===== src/sv/sse_pkg.sv =====
`timescale 1ns / 1ps
package sse_pkg;

  localparam int StackDepth = 16;
  localparam int NumVars    = 4;
  localparam int SpW        = $clog2(StackDepth);
  localparam int CntW       = $clog2(StackDepth + 1);

  typedef enum logic [3:0] {
    OP_RET  = 4'd0,  OP_LDX = 4'd1,  OP_STX = 4'd2,  OP_LDA = 4'd3,
    OP_STA  = 4'd4,  OP_LDB = 4'd5,  OP_STB = 4'd6,  OP_ADD = 4'd7,
    OP_SUB  = 4'd8,  OP_NEG = 4'd9,  OP_MUL = 4'd10, OP_SQR = 4'd11,
    OP_SQRT = 4'd12, OP_NUM = 4'd13, OP_DUP = 4'd14, OP_ILL = 4'd15
  } op_e;

  typedef enum logic [1:0] {
    ST_OK = 2'd0, ST_ILLEGAL = 2'd1, ST_UNDER = 2'd2, ST_OVER = 2'd3
  } status_e;

  typedef enum logic [2:0] {
    S_IDLE, S_RD2, S_EXEC, S_MUL, S_SQRT, S_OUT
  } state_e;

  typedef struct packed {
    logic [3:0]        op;
    logic [1:0]        var_index;
    logic signed [31:0] immediate;
  } in_t;

  typedef struct packed {
    logic signed [31:0] value;
    logic [1:0]         status;
  } out_t;

  // Saturate a 34-bit signed sum to 32 bits.
  function automatic logic [31:0] sat34(input logic signed [33:0] v);
    if (v > 34'sh07FFFFFFF) return 32'h7FFFFFFF;
    if (v < -34'sh080000000) return 32'h80000000;
    return v[31:0];
  endfunction

endpackage


===== src/sv/sse_sqrt.sv =====
`timescale 1ns / 1ps
// Restoring square root of |x|<<16 into a 24-bit root, one result bit per cycle.
module sse_sqrt (
  input  logic        clk_i,
  input  logic        rst_ni,
  input  logic        start_i,
  input  logic [31:0] x_i,
  output logic        done_o,
  output logic [31:0] root_o
);
  import sse_pkg::*;

  logic [47:0] rem_q, rem_d;
  logic [23:0] root_q, root_d;
  logic [47:0] n_q, n_d;
  logic [4:0]  cnt_q, cnt_d;
  logic        busy_q, busy_d;
  logic [32:0] mag;
  logic [47:0] trial, shifted;

  assign mag = x_i[31] ? (33'd0 - {1'b1, x_i}) : {1'b0, x_i};
  assign shifted = {rem_q[45:0], n_q[47:46]};
  assign trial = {root_q, 2'b01};

  // One iteration per cycle
  always_comb begin
    rem_d = rem_q; root_d = root_q; n_d = n_q; cnt_d = cnt_q; busy_d = busy_q;
    if (start_i) begin
      rem_d = '0; root_d = '0; n_d = {mag[31:0], 16'd0}; cnt_d = 5'd24;
      busy_d = 1'b1;
    end else if (busy_q) begin
      n_d = {n_q[45:0], 2'b00};
      if (shifted >= trial) begin
        rem_d = shifted - trial; root_d = {root_q[22:0], 1'b1};
      end else begin
        rem_d = shifted; root_d = {root_q[22:0], 1'b0};
      end
      cnt_d = cnt_q - 5'd1;
      if (cnt_q == 5'd1) busy_d = 1'b0;
    end
  end

  always_ff @(posedge clk_i or negedge rst_ni) begin
    if (!rst_ni) begin
      busy_q <= 1'b0; cnt_q <= '0;
    end else begin
      busy_q <= busy_d; cnt_q <= cnt_d;
    end
  end

  always_ff @(posedge clk_i) begin
    rem_q <= rem_d; root_q <= root_d; n_q <= n_d;
  end

  // mag<<16 < 2^48 so the root fits in 24 bits
  assign done_o = busy_q && (cnt_q == 5'd1);
  assign root_o = {8'd0, root_d};

endmodule


===== src/sv/scalar_stack_evaluator.sv =====
`timescale 1ns / 1ps
// Stack-machine evaluator for Q16.16 expressions. One instruction is taken per
// transfer on the input channel; ret and error cases give one result transfer.
// The operand stack is a synchronous RAM with registered reads: push-only and
// one-operand ops go through S_EXEC, two-operand ops through S_RD2 and S_EXEC,
// sqr and mul on through S_MUL and S_OUT (two 32x16 partial products formed
// together and registered, then summed and written in S_OUT) and sqrt through
// S_SQRT (bit-serial root unit, 24 iterations). Errors are found at accept and
// their result is presented the next cycle. A result waits in an output register;
// the next instruction is taken the cycle after that result is handed over.
module scalar_stack_evaluator (
  input  logic                 clk_i,
  input  logic                 rst_ni,
  input  logic                 in_valid_i,
  output logic                 in_stall_o,
  input  sse_pkg::in_t         in_data_i,
  output logic                 out_valid_o,
  input  logic                 out_stall_i,
  output sse_pkg::out_t        out_data_o
);
  import sse_pkg::*;

  logic [31:0] stack_mem [StackDepth];
  logic [31:0] vars_q [NumVars];
  logic [31:0] rd_q, y_q, scr_a_q, scr_b_q;
  logic [CntW-1:0] cnt_q, cnt_d;
  state_e state_q, state_d;
  in_t ins_q;
  out_t out_q, out_d;
  logic out_v_q, out_v_d;

  logic        rd_en;
  logic [SpW-1:0] rd_addr;
  logic        wr_en, wr_en2;
  logic [SpW-1:0] wr_addr;
  logic [31:0] wr_data;
  logic        y_ld;
  logic        mul_go;
  logic [63:0] plo_q, phi_q;
  logic        mstep_q;
  logic        sq_start, sq_done;
  logic [31:0] sq_root;
  logic        ld_ins;
  logic [1:0]  need;
  logic        pushes;
  logic [31:0] var_rd;
  logic        var_wr, scra_wr, scrb_wr;
  logic [63:0] prod;
  logic [47:0] qv;
  logic [31:0] mul_res;

  assign in_stall_o = (state_q != S_IDLE) || out_v_q;
  assign ld_ins = in_valid_i && !in_stall_o;

  always_comb begin
    need = 2'd0; pushes = 1'b0;
    case (op_e'(in_data_i.op))
      OP_RET, OP_STX, OP_STA, OP_STB, OP_NEG, OP_SQR, OP_SQRT: need = 2'd1;
      OP_ADD, OP_SUB, OP_MUL: need = 2'd2;
      OP_DUP: begin need = 2'd1; pushes = 1'b1; end
      default: pushes = 1'b1;
    endcase
  end

  assign var_rd = (ins_q.var_index < NumVars) ? vars_q[ins_q.var_index] : '0;

  // Signed product from two 32x16 partials
  assign prod = phi_q + plo_q;
  assign qv = prod[63:16];
  assign mul_res = ($signed(qv) > 48'sh00007FFFFFFF) ? 32'h7FFFFFFF :
                   ($signed(qv) < -48'sh000080000000) ? 32'h80000000 : qv[31:0];

  always_comb begin
    state_d = state_q; cnt_d = cnt_q; out_d = out_q; out_v_d = out_v_q;
    rd_en = 1'b0; rd_addr = '0; wr_en = 1'b0; wr_en2 = 1'b0; wr_addr = '0;
    wr_data = '0; y_ld = 1'b0; mul_go = 1'b0; sq_start = 1'b0;
    var_wr = 1'b0; scra_wr = 1'b0; scrb_wr = 1'b0;
    if (out_v_q && !out_stall_i) out_v_d = 1'b0;
    case (state_q)
      S_IDLE: if (ld_ins) begin
        if (in_data_i.op == OP_ILL) begin
          cnt_d = '0; out_d = '{value: '0, status: ST_ILLEGAL}; out_v_d = 1'b1;
        end else if (cnt_q < CntW'(need)) begin
          cnt_d = '0; out_d = '{value: '0, status: ST_UNDER}; out_v_d = 1'b1;
        end else if (pushes && cnt_q >= CntW'(StackDepth)) begin
          cnt_d = '0; out_d = '{value: '0, status: ST_OVER}; out_v_d = 1'b1;
        end else begin
          rd_en = 1'b1; rd_addr = SpW'(cnt_q - CntW'(1));
          state_d = (need == 2'd2) ? S_RD2 : S_EXEC;
        end
      end
      S_RD2: begin
        y_ld = 1'b1; rd_en = 1'b1; rd_addr = SpW'(cnt_q - CntW'(2));
        state_d = S_EXEC;
      end
      S_EXEC: begin
        state_d = S_IDLE;
        case (op_e'(ins_q.op))
          OP_RET: begin
            cnt_d = '0; out_d = '{value: rd_q, status: ST_OK}; out_v_d = 1'b1;
          end
          OP_LDX, OP_LDA, OP_LDB, OP_NUM: begin
            wr_en = 1'b1; wr_addr = SpW'(cnt_q); cnt_d = cnt_q + CntW'(1);
            wr_data = (ins_q.op == OP_LDX) ? var_rd :
                      (ins_q.op == OP_LDA) ? scr_a_q :
                      (ins_q.op == OP_LDB) ? scr_b_q : ins_q.immediate;
          end
          OP_STX: begin var_wr = 1'b1; cnt_d = cnt_q - CntW'(1); end
          OP_STA: begin scra_wr = 1'b1; cnt_d = cnt_q - CntW'(1); end
          OP_STB: begin scrb_wr = 1'b1; cnt_d = cnt_q - CntW'(1); end
          OP_ADD, OP_SUB: begin
            wr_en = 1'b1; wr_addr = SpW'(cnt_q - CntW'(2)); cnt_d = cnt_q - CntW'(1);
            wr_data = (ins_q.op == OP_ADD) ?
              sat34({{2{rd_q[31]}}, rd_q} + {{2{y_q[31]}}, y_q}) :
              sat34({{2{rd_q[31]}}, rd_q} - {{2{y_q[31]}}, y_q});
          end
          OP_NEG: begin
            wr_en = 1'b1; wr_addr = SpW'(cnt_q - CntW'(1));
            wr_data = sat34(34'sd0 - {{2{rd_q[31]}}, rd_q});
          end
          OP_MUL, OP_SQR: begin mul_go = 1'b1; state_d = S_MUL; end
          OP_SQRT: begin sq_start = 1'b1; state_d = S_SQRT; end
          OP_DUP: begin
            wr_en = 1'b1; wr_addr = SpW'(cnt_q); wr_data = rd_q;
            cnt_d = cnt_q + CntW'(1);
          end
          default: ;
        endcase
      end
      S_MUL: if (mstep_q) begin
        state_d = S_OUT;
      end
      S_OUT: begin
        wr_en2 = 1'b1; state_d = S_IDLE;
        wr_addr = (ins_q.op == OP_MUL) ? SpW'(cnt_q - CntW'(2)) : SpW'(cnt_q - CntW'(1));
        wr_data = mul_res;
        if (ins_q.op == OP_MUL) cnt_d = cnt_q - CntW'(1);
      end
      S_SQRT: if (sq_done) begin
        wr_en = 1'b1; wr_addr = SpW'(cnt_q - CntW'(1)); wr_data = sq_root;
        state_d = S_IDLE;
      end
      default: state_d = S_IDLE;
    endcase
  end

  // Stack RAM: one write, one registered read
  always_ff @(posedge clk_i) begin
    if (wr_en || wr_en2) stack_mem[wr_addr] <= wr_data;
    if (rd_en) rd_q <= stack_mem[rd_addr];
    if (y_ld) y_q <= rd_q;
    if (ld_ins) ins_q <= in_data_i;
    out_q <= out_d;
  end

  // Multiplier: x * y[15:0] unsigned low half and x * y[31:16] signed, same cycle
  logic [31:0] mx, my;
  logic signed [48:0] pl_w;
  logic signed [47:0] ph_w;
  assign mx = rd_q;
  assign my = (ins_q.op == OP_SQR) ? rd_q : y_q;
  assign pl_w = $signed(mx) * $signed({1'b0, my[15:0]});
  assign ph_w = $signed(mx) * $signed(my[31:16]);
  always_ff @(posedge clk_i or negedge rst_ni) begin
    if (!rst_ni) begin
      mstep_q <= 1'b0;
    end else begin
      mstep_q <= mul_go;
    end
  end
  always_ff @(posedge clk_i) begin
    if (mul_go) begin
      plo_q <= {{15{pl_w[48]}}, pl_w};
      phi_q <= {{16{ph_w[47]}}, ph_w} << 16;
    end
  end

  sse_sqrt u_sqrt (
    .clk_i   (clk_i),
    .rst_ni  (rst_ni),
    .start_i (sq_start),
    .x_i     (rd_q),
    .done_o  (sq_done),
    .root_o  (sq_root)
  );

  // Control and architectural registers
  always_ff @(posedge clk_i or negedge rst_ni) begin
    if (!rst_ni) begin
      state_q <= S_IDLE; cnt_q <= '0; out_v_q <= 1'b0;
      scr_a_q <= '0; scr_b_q <= '0;
      for (int i = 0; i < NumVars; i++) vars_q[i] <= '0;
    end else begin
      state_q <= state_d; cnt_q <= cnt_d; out_v_q <= out_v_d;
      if (scra_wr) scr_a_q <= rd_q;
      if (scrb_wr) scr_b_q <= rd_q;
      if (var_wr && ins_q.var_index < NumVars) vars_q[ins_q.var_index] <= rd_q;
    end
  end

  assign out_valid_o = out_v_q;
  assign out_data_o  = out_q;

  // Stack count never exceeds the depth
  a_cnt_range: assert property (@(posedge clk_i) disable iff (!rst_ni)
    cnt_q <= CntW'(StackDepth)) else $error("stack count out of range");
  // An instruction is taken only with no pending result
  a_no_accept_busy: assert property (@(posedge clk_i) disable iff (!rst_ni)
    ld_ins |-> !out_v_q && state_q == S_IDLE) else $error("accept while busy");
  // Root unit finishes before the machine leaves the sqrt state
  a_sqrt_done: assert property (@(posedge clk_i) disable iff (!rst_ni)
    sq_done |-> state_q == S_SQRT) else $error("stray root done");

endmodule


===== config.mk =====
export PLATFORM = sky130hd
export DESIGN_NAME = scalar_stack_evaluator
export DESIGN_NICKNAME = d
export VERILOG_FILES = /design/src/sv/sse_pkg.sv /design/src/sv/sse_sqrt.sv /design/src/sv/scalar_stack_evaluator.sv
export SDC_FILE = /design/constraint.sdc
export NUM_CORES = 2
export LEC_CHECK = 0
export BUFFER_PORTS_ARGS = -buffer_cell sky130_fd_sc_hd__buf_2
export CAP_MARGIN = 10
export CELL_PAD_IN_SITES_DETAIL_PLACEMENT = 0
export CELL_PAD_IN_SITES_GLOBAL_PLACEMENT = 1
export CORE_ASPECT_RATIO = 0.9
export CORE_MARGIN = 1.5
export CORE_UTILIZATION = 30
export CTS_BUF_LIST = sky130_fd_sc_hd__clkbuf_4 sky130_fd_sc_hd__clkbuf_8 sky130_fd_sc_hd__clkbuf_16
export CTS_CLUSTER_SIZE = 8
export DETAILED_ROUTE_END_ITERATION = 10
export MAX_ROUTING_LAYER = met4
export PLACE_DENSITY_LB_ADDON = 0.1
export SLEW_MARGIN = 30
export SYNTH_ARGS = -nofsm -noshare
export SYNTH_HDL_FRONTEND = slang
export SYNTH_SLANG_ARGS = --single-unit

===== constraint.sdc =====
create_clock -name clk_i -period 9.2 [get_ports clk_i]
set_clock_uncertainty 0.15 [all_clocks]
set_input_delay 0.92 -clock clk_i [delete_from_list [all_inputs] [get_ports clk_i]]
set_output_delay 0.92 -clock clk_i [all_outputs]
set_load 0.1 [all_outputs]

==> out/results.ini <==
[status]
status=complete, no violations

[final_layout]
syn2layout_area_growth_pct=11.9
final_cell_mix=inv_1 (1208), nand2_1 (1162), fa_1 (976), edfxtp_1 (761), and2_1 (382)
nNetsFinal=10080
drive_gt1_share_pct=10.1
final_common_cell=inv_1
final_cells=12639

[timing]
slew_headroom_pct=26.1
period_share_pct=94.3
fmax_mhz=115
slew_violations=0
rsz0062_at_grt=false
tightest_slew_ns=1.10
finalHoldViolCount=0
layout_min_cycle_time_ns=8.68
setup_viol=0
fin_setup_tns_ns=0

[synth]
syn-instance-count=8730
synth_top_family_by_area=adder cells
synth_edf_count=761
syn_area_um2=88200
synth_xor_area_share_pct=2.64
synthesis.nets=10125
ys_async_sr_fraction_pct=20.0
syn_avg_cell_area_um2=10.1
synthAdderAreaFrac_pct=27.6
synth_mux_area_share_pct=5.03
synth-simple-area-share_pct=13.3
synth_compound_area_share_pct=10.6
ys_types=102
ys.flop_type=edfxtp_1
yosysSeqAreaShare_pct=33.4
yosys_register_bits=1039
yosysWarningCount=0

[worst_setup_path]
rrSetupSlack_ns=0.52
crit_path_end_kind=flop
rr_startpoint=ins_q[34]$_DFFE_PP_
crit_fanout=23
r2r_end=plo_q[47]$_DFFE_PP_
critPathKind=reg2reg
worstPathRequired_ns=9.59
crit_path_start_kind=flop
r2r_cells=27
cp.arrival_ns=9.07

[floorplanning]
dieHeight_um=517
start_util_pct=30.2
io_pins=78
die_area_um2=297000
core-area_um2=292000
die_w_um=574
num_rows=188

[global_routing]
grt_use_total_pct=22.5
grt_pass1_wl_um=475000
grt_start_max_net_pins=186
antenna_found_initial=29
overflow=0
grt_pass1_vias=65683

[clocking]
cts.reportedPaths.clkPinSlew_ns=0.05
cts_buffers=160
cts_htree_levels=4
clkLatencyLatePin_ns=0.89
cts.sinks=1039
cts_tree=yes
root_buffer=clkbuf_16
clockBufferDepth=4

[routing]
ant_nets=0
dr_total_vias=63747
drt_first_pass_iters=6
drt-initial-drc-count=4710
vias_per_cell=5.04
drc=0
wl_per_cell_um=25.6
drt-total-wl_um=323000

[place]
dp.cells=12402
place.gp.congestion=0.892
hpwl_um=233000
io_buffers=77

[hold_path]
hold_end=ins_q[4]$_DFFE_PP_
hold_class=in2reg
hp-start=in_data_i[4]
min_path_cells=1

[run]
drv_cap=0

==> Yosys cell counts (all sizes together) (176+ instances only) <==
cell    instances  area share (%)
fa            976              22
a21oi         368             2.1
nor2          378             1.6
edfxtp        761              26
ha            377             5.4
nand2        1168             5.0
mux2i         176             2.0
inv          1209             5.1
dfrtp         208             5.9
a211oi        196             1.7
clkbuf        487             2.1
o21ai         311             1.8
and2          388             2.8
==> worst max-delay path, stage by stage (launching register included) <==
cell      delay [ns]
edfxtp_1        0.40
nand2_1         0.35
nor2_2          0.20
o21ai_2         0.49
buf_4           0.43
nand2_1         0.14
fa_1            0.57
inv_1           0.05
fa_1            0.46
fa_1            0.52
fa_1            0.53
fa_1            0.55
inv_1           0.05
fa_1            0.54
inv_1           0.05
ha_1            0.35
nand3_1         0.10
a21oi_1         0.17
o21ai_0         0.09
a41oi_1         0.47
a21oi_1         0.17
buf_4           0.20
o31a_1          0.33
o21a_1          0.24
o211a_1         0.27
o21bai_1        0.22
a21oi_1         0.11
xnor2_1         0.13
==> what timing repair did <==
action / 4_1_cts / 5_1_grt
endpoints found under the hold margin: 93 / 0
gates resized for setup: 0 / 10
hold buffers: 9 / 0
buffers inserted: 0 / 4
endpoints found under the setup margin: 0 / 18
==> worst max path at each step <==
stage	end	slack (ns)	cells past startpoint	start
after detailed placement	plo_q[43]$_DFFE_PP_	0.21	27	ins_q[36]$_DFFE_PP_
after floorplan	plo_q[43]$_DFFE_PP_	0.98	29	ins_q[36]$_DFFE_PP_
after global placement	phi_q[57]$_DFFE_PP_	0.27	29	ins_q[36]$_DFFE_PP_
final	plo_q[47]$_DFFE_PP_	0.52	27	ins_q[34]$_DFFE_PP_
after global routing	plo_q[42]$_DFFE_PP_	0.03	28	ins_q[36]$_DFFE_PP_
after CTS	plo_q[43]$_DFFE_PP_	0.12	27	ins_q[36]$_DFFE_PP_
==> cell type report <==
cell class | instances | area, um2
repair buffers | 325 | 2560
diodes | 6 | 15.0
multi-input cells | 5947 | 52700
clock inverters | 14 | 108
flip-flops and latches | 1039 | 29500
inverters | 1212 | 4550
fillers | 29749 | 193000
well taps | 3895 | 4870
clock buffers | 201 | 4380
==> layer usage <==
metal | global-route usage, % | share of wire [%]
met5 | - | 0
met4 | 5.41 | 2.6
met3 | 1.78 | 3.6
met2 | 34.0 | 44
met1 | 32.6 | 49
==> kinds of logic (layout without fill, tap and decap cells) <==
logic type / after synthesis / count (layout)
XOR/XNOR: 266 / 266
flip-flops: 1039 / 1039
other: 0 / 6
AO/OA/AOI/OAI: 1459 / 1459
adder cells (fa/ha/maj): 1356 / 1356
AND/OR/NAND/NOR: 2483 / 2485
multiplexers: 381 / 381
buffers and inverters: 1746 / 1752
==> stage by stage <==
stage / cell area [um2] / util [%] / hold WS, ns / worst slack [ns]
after global routing: 98600 / 33.8 / 0.0279 / 0.0267
after detailed placement: 93900 / 32.2 / 0.318 / 0.215
after global placement: 93700 / 32.1 / 0.310 / 0.266
final: 98600 / 33.8 / 0.0647 / 0.523
after floorplan: 88200 / - / 0.293 / 0.984
after CTS: 98400 / 33.7 / 0.00223 / 0.115
==> sequential cells by signal, summed over array words and instances (netlist names), 33 cells and up <==
| name | flops |
|---|---|
| stack_mem | 512 |
| ins_q | 38 |
| vars_q | 128 |
| phi_q | 48 |
| plo_q | 33 |
| out_data_o | 34 |
| u_sqrt.rem_q | 46 |
Power is not shown: default switching activity piles up to over one toggle a cycle in this logic, so the estimate is an artifact.
